==> src/tea_pkg.sv <==
// tea_pkg: shared constants, types and round functions of the tea block cipher
// no dependencies; used by the interfaces and all tea modules
`timescale 1ns / 1ps
`default_nettype none

package tea_pkg;

  // cipher constants
  localparam int unsigned ROUND_PAIRS = 32;
  localparam int unsigned WORD_W      = 32;
  localparam logic [WORD_W-1:0] TEA_DELTA = 32'h9E3779B9;

  // configuration register indexes
  localparam int unsigned CFG_IDX_W = 8;
  localparam logic [CFG_IDX_W-1:0] CFG_KEY_WORD_0 = 8'd0;
  localparam logic [CFG_IDX_W-1:0] CFG_KEY_WORD_1 = 8'd1;
  localparam logic [CFG_IDX_W-1:0] CFG_KEY_WORD_2 = 8'd2;
  localparam logic [CFG_IDX_W-1:0] CFG_KEY_WORD_3 = 8'd3;

  // direction codes
  localparam logic OP_ENCRYPT = 1'b0;
  localparam logic OP_DECRYPT = 1'b1;

  // 128-bit key as four words, word 0 in the low slot
  typedef logic [3:0][WORD_W-1:0] tea_key_t;

  // block travelling down the pipeline
  typedef struct packed {
    logic              op;
    logic [WORD_W-1:0] left;
    logic [WORD_W-1:0] right;
  } tea_blk_t;

  // result word
  typedef struct packed {
    logic [WORD_W-1:0] left;
    logic [WORD_W-1:0] right;
  } tea_res_t;

  // feistel mixing term
  function automatic logic [WORD_W-1:0] tea_mix(input logic [WORD_W-1:0] x,
                                                input logic [WORD_W-1:0] sum,
                                                input logic [WORD_W-1:0] ka,
                                                input logic [WORD_W-1:0] kb);
    return ((x << 4) + ka) ^ (x + sum) ^ ((x >> 5) + kb);
  endfunction

  // running sum of round pair n when encrypting: (n + 1) * delta
  function automatic logic [WORD_W-1:0] tea_enc_sum(input int unsigned n);
    logic [63:0] prod;
    prod = 64'(n + 1) * 64'(TEA_DELTA);
    return prod[WORD_W-1:0];
  endfunction

  // running sum of round pair n when decrypting: (ROUND_PAIRS - n) * delta
  function automatic logic [WORD_W-1:0] tea_dec_sum(input int unsigned n);
    logic [63:0] prod;
    prod = 64'(ROUND_PAIRS - n) * 64'(TEA_DELTA);
    return prod[WORD_W-1:0];
  endfunction

endpackage

`default_nettype wire

==> src/tea_if.sv <==
// tea_in_if, tea_out_if, tea_cfg_if: valid/ready channels of the tea block cipher
// depends on tea_pkg for widths
`timescale 1ns / 1ps
`default_nettype none


// result output channel
interface tea_out_if import tea_pkg::*; ();
  logic              valid;
  logic              ready;
  logic [WORD_W-1:0] result_left;
  logic [WORD_W-1:0] result_right;

  modport source (output valid, output result_left, output result_right, input ready);
  modport sink (input valid, input result_left, input result_right, output ready);
endinterface


`default_nettype wire

==> src/tea_obuf.sv <==
// tea_obuf: two-entry output buffer between the round pipeline and the result channel
// depends on tea_pkg and tea_out_if
`timescale 1ns / 1ps
`default_nettype none

module tea_obuf import tea_pkg::*; (
  input  logic      clk_i,
  input  logic      rst_ni,
  input  logic      wr_i,
  input  tea_res_t  res_i,
  output logic      full_o,
  tea_out_if.source out_o
);

  tea_res_t    mem_q [2];
  logic        wptr_q, rptr_q;
  logic [1:0]  cnt_q, cnt_d;
  logic        rd;

  assign rd = out_o.valid && out_o.ready;

  // occupancy
  always_comb begin
    cnt_d = cnt_q;
    if (wr_i && !rd) begin
      cnt_d = cnt_q + 2'd1;
    end else if (!wr_i && rd) begin
      cnt_d = cnt_q - 2'd1;
    end
  end

  // pointers and count
  always_ff @(posedge clk_i or negedge rst_ni) begin
    if (!rst_ni) begin
      wptr_q <= 1'b0;
      rptr_q <= 1'b0;
      cnt_q  <= 2'd0;
    end else begin
      cnt_q <= cnt_d;
      if (wr_i) begin
        wptr_q <= ~wptr_q;
      end
      if (rd) begin
        rptr_q <= ~rptr_q;
      end
    end
  end

  // entry storage
  always_ff @(posedge clk_i) begin
    if (wr_i) begin
      mem_q[wptr_q] <= res_i;
    end
  end

  assign full_o             = cnt_q[1];
  assign out_o.valid        = (cnt_q != 2'd0);
  assign out_o.result_left  = mem_q[rptr_q].left;
  assign out_o.result_right = mem_q[rptr_q].right;

endmodule

`default_nettype wire
==> src/flat_wrapper.sv <==
// flat-port wrapper written by rule: the top's interface ports become plain ports
module tea_obuf_flat import tea_pkg::*;
  (clk_i, rst_ni, wr_i, res_i, full_o, out_o_valid, out_o_result_left, out_o_result_right, out_o_ready);
  tea_out_if out_o_i ();
  input  logic clk_i;
  input  logic rst_ni;
  input  logic wr_i;
  input  tea_res_t res_i;
  output logic full_o;
  output wire logic [$bits(out_o_i.valid)-1:0] out_o_valid;
  output wire logic [$bits(out_o_i.result_left)-1:0] out_o_result_left;
  output wire logic [$bits(out_o_i.result_right)-1:0] out_o_result_right;
  input wire logic [$bits(out_o_i.ready)-1:0] out_o_ready;
  assign out_o_valid = out_o_i.valid;
  assign out_o_result_left = out_o_i.result_left;
  assign out_o_result_right = out_o_i.result_right;
  assign out_o_i.ready = out_o_ready;
  tea_obuf u_core (.clk_i(clk_i), .rst_ni(rst_ni), .wr_i(wr_i), .res_i(res_i), .full_o(full_o), .out_o(out_o_i));
endmodule
==> config.mk <==
export PLATFORM = sky130hd
export DESIGN_NAME = tea_obuf_flat
export DESIGN_NICKNAME = d
export VERILOG_FILES = /design/src/tea_pkg.sv /design/src/tea_if.sv /design/src/tea_obuf.sv /design/src/flat_wrapper.sv
export SDC_FILE = /design/constraint.sdc
export NUM_CORES = 1
export LEC_CHECK = 0
export ABC_AREA = 1
export BUFFER_PORTS_ARGS = -buffer_cell sky130_fd_sc_hd__buf_2
export CAP_MARGIN = 20
export CORE_UTILIZATION = 40
export DETAILED_ROUTE_END_ITERATION = 10
export SKIP_CTS_REPAIR_TIMING = 1
export SLEW_MARGIN = 5
export SYNTH_ARGS = -nofsm -noshare
export SYNTH_HDL_FRONTEND = slang
export SYNTH_SLANG_ARGS = --single-unit
==> constraint.sdc <==
create_clock -name clk_i -period 4.3 [get_ports clk_i]
set_clock_uncertainty 0.2 [all_clocks]
set_input_delay 0.215 -clock clk_i [delete_from_list [all_inputs] [get_ports clk_i]]
set_output_delay 0.215 -clock clk_i [all_outputs]
set_load 0.02 [all_outputs]
# == Word level (Yosys, flattened, before mapping) ==
# Memories as Yosys holds them, arrays and structs flattened.
# Index checks and enable logic that the tools add are counted.
# op_classes
n_addsub,2
n_mux,4
bitwise,2
n_reduce_logical,7
# ops
operator,n
2-bit two-way mux,2
2-bit nonzero test,2
1-bit logical AND,3
2-bit by 1-bit adder with 2-bit output (second input constant),1
1-bit zero test,2
1-bit two-way mux,2
1-bit NOT,2
2-bit by 1-bit subtractor with 2-bit output (second input constant),1
# totals
register_bits,4
ram_bits,128
elab_cells,19
memories,1
# memory_table
memory,depth,width,rd,rd_clocked_by_memory_dff,write_ports,line_no,rtl
u_core.mem_q,2,64,1,0,1,tea_obuf.sv:15,tea_res_t mem_q [2];

# == Depth between registers and ports, before layout ==
# logic_depth
depth_word,5
ltp_mapped,9

# == Worst setup path before layout ==
# No wires, ideal clock.
# synth_path
path_type,reg-to-reg
startpoint,register u_core.wptr_q
endpoint,memory u_core.mem_q[0][0] in the netlist's numbering (enable)
setup_time_ps,488
arrival_ps,3086
required_time_ps,3612
slack_ps,526
path_stages_with_launch,2
period_less_slack_ps,3774
path_cell_list,dfrtp_1 > nor2_1
# synth_lines
element,line_no,rtl
from (decl),tea_obuf.sv:16,"logic wptr_q, rptr_q;"
from (signal assigned),tea_obuf.sv:41,wptr_q <= ~wptr_q;
to (decl),tea_obuf.sv:15,
# Straight into the memory's write port.

# == Final worst setup path ==
# layout_path
startpoint,register u_core.rptr_q
endpoint,output out_o_result_right[26]
# layout_between
elab_chain_len,1
# layout_lines
element,line_no,rtl
from (decl),tea_obuf.sv:16,
from (signal assigned),tea_obuf.sv:44,rptr_q <= ~rptr_q;
memory read 2 x 64 bit,n/a,
to (decl),flat_wrapper.sv:12,output wire logic [$bits(out_o_i.result_right)-1:0] out_o_result_right;
# No other way between the ends.

==> flow_summary.json <==
{
  "outcome": "complete, but fails checks",
  "violations": "DRC",
  "die_h_um": 112,
  "die_w_um": 112,
  "diodes": 0,
  "clk_latency_ps": 400,
  "gp_congestion": 0.697,
  "crit_fanout": 42,
  "setup_viol": 0,
  "port_buffers": 133,
  "arrival_ps": 1800,
  "syn_inst": 361,
  "cts_tree": "done",
  "powerDensity_mw_per_mm2": 684,
  "synth_fa_ha_area_share_pct": 0.257,
  "initial_core_util_pct": 41.9,
  "cts_sinks": 132,
  "synth-edff-count": 128,
  "seq_area_frac_synth_pct": 81.1,
  "crit_path_start": "u_core.rptr_q",
  "synth_top_family_by_area": "simple AND/OR/NAND/NOR gates",
  "ir_drop_v": 0.000435,
  "crit_required_ps": 3880,
  "drt-initial-drc-count": 155,
  "grt_setup_unrepaired": "false",
  "drv_cap": 0,
  "post-route-min-period_ps": 2210,
  "hold_path_startpoint": "u_core.cnt_q[0]",
  "fmax_mhz": 452,
  "drtPass1Iterations": 7,
  "synth.top_cell.area_share_pct": 79.0,
  "synth_warnings": 0,
  "yosysTopAreaCell": "edfxtp_1",
  "area_delta_synth_final_pct": 43.6,
  "antenna_found_initial": 0,
  "drc": 11,
  "clockBufferDepth": 2,
  "maxSlewHeadroom_pct": 34.8,
  "multi_input_area_um2": 812,
  "worst_slew_pin_slew_ps": 976,
  "timing.final.crit_share_pct": 51.4,
  "hold_class": "reg2reg",
  "leakagePower_nw": 3.05,
  "critPathCaptureType": "output port",
  "synth_compound_area_share_pct": 0,
  "clk_pin_slew_ps": 60,
  "ys.flop_type": "edfxtp_1",
  "dp_worst_setup_slack_ps": 2160,
  "place_area_mm2": 0.00569,
  "r2r_start": "u_core.wptr_q",
  "ys_top_cells_by_area": "edfxtp_1, nand2_1, dfrtp_1",
  "syn_nets": 430,
  "coreArea_mm2": 0.0116,
  "grt_pass1_vias": 2991,
  "muxShareOfSynthArea_pct": 0,
  "finalHoldViolCount": 0,
  "drt_wl_total_um": 9910,
  "cts_root_buf": "clkbuf_16",
  "final_nets": 642,
  "ys_ff_latch": 132,
  "tns_ps": 0,
  "synthMostInstantiatedCell": "nand2_1",
  "fin_util_pct": 60.2,
  "drv_slew": 0,
  "globalRouteOverflowTotal": 0,
  "grt_util_all_layers_pct": 15.3,
  "post_drt_via_cell_ratio": 4.50,
  "cts.htree.levels": 4,
  "avgSynthCellArea_um2": 13.5,
  "vias": 3280,
  "num-fill-cells": 919,
  "synth_cell_types": 13,
  "design_area_mm2": 0.00699,
  "async_flop_share_pct": 3.03,
  "num_rows": 39,
  "grt_max_degree": 66,
  "grt_pass1_wl_um": 14300,
  "wl_per_cell_um": 13.6,
  "syn_area_mm2": 0.00486,
  "report.power.total_w": 0.00478,
  "setup_slack_ps": 2090,
  "startpoint_type": "register",
  "cts_made_buffers": 17,
  "top_level_ports": 134,
  "dpl.hpwl_um": 5590,
  "ys_top_cells_by_count": "nand2_1, edfxtp_1, buf_4",
  "drive_above_1_share_pct": 29.2,
  "synth_xor_area_share_pct": 0.360,
  "die_area_mm2": 0.0126,
  "synthSimpleGateAreaFrac_pct": 15.9,
  "path_class": "reg2out",
  "regArea_mm2": 0.00395,
  "ant_nets": 0
}
report_power, final:
group          leakage, nW  total (W)  internal (W)  switching [W]
sequential            1.25    0.00178       0.00171      0.0000648
clock                0.299    0.00145      0.000955       0.000493
combinational         1.51    0.00156      0.000474        0.00108
total                 3.05    0.00478       0.00314        0.00164
metal layers:
metal | GRT usage, % | part of all wire, % | up-vias
met5 | 0 | 0 | -
met4 | 5.69 | 1.2 | 0
met3 | 7.78 | 8.0 | 11
met2 | 25.0 | 49 | 127
met1 | 17.3 | 42 | 1502
li1 | - | - | 1640
final timing paths:
check | to | slack, ps | cells after the start
max reg2reg | u_core.mem_q[0][63] | 2240 | 2
min in group asynchronous | u_core.cnt_q[1] | 540 | 3
max in group asynchronous | u_core.rptr_q | 3160 | 3
min reg2reg | u_core.cnt_q[0] | 310 | 1
max | out_o_result_right[26] | 2090 | 5
min | u_core.cnt_q[0] | 310 | 1
sequential cells by signal, summed over array words and instances, names as in the netlist:
register       count
u_core.cnt_q       2
u_core.rptr_q      1
u_core.wptr_q      1
u_core.mem_q     128
worst max-delay path: stages (launching register included):
cell and delay [ps]:
dfrtp_2 400, inv_2 350, buf_12 280, nand2_1 90
nand2_1 80, buf_2 170
per-stage QoR:
| stage | instances | hold slack, ps |
|---|---|---|
| after global placement | 627 | -175 |
| final | 729 | 311 |
| after global routing | 729 | 318 |
| after floorplan | 361 | -281 |
| after CTS | 660 | -611 |
| after detailed placement | 628 | -172 |
final cells by class:
cell class,instances,area share (%)
flip-flops and latches,132,56.5
repair buffers,207,20.5
multi-input cells,208,11.6
clock buffers,18,6.14
well taps,143,2.56
clock inverters,14,2.38
inverters,7,0.376
kinds of logic after synthesis:
family / after synthesis
simple gates: 205
flops: 132
xor+xnor: 2
buf+inv: 21
fa+ha+maj: 1
layout by cell type, fill, tap and decap left out:
| cell type | count |
|---|---|
| nand2_1 | 201 |
| buf_2 | 133 |
| edfxtp_1 | 128 |
| dlygate4sd3_1 | 68 |
| clkbuf_16 | 17 |
| clkinv_2 | 7 |
| inv_1 | 5 |
| bufinv_16 | 4 |
| clkinv_1 | 3 |
| buf_12 | 3 |
| buf_4 | 3 |
| dfrtp_1 | 3 |
| inv_2 | 2 |
| nand3_1 | 2 |
| nor2_4 | 1 |
| xnor2_1 | 1 |
| xor2_1 | 1 |
| nand4_1 | 1 |
| ha_1 | 1 |
| clkbuf_1 | 1 |
| dfrtp_2 | 1 |
(Power assumes the default switching activity.)
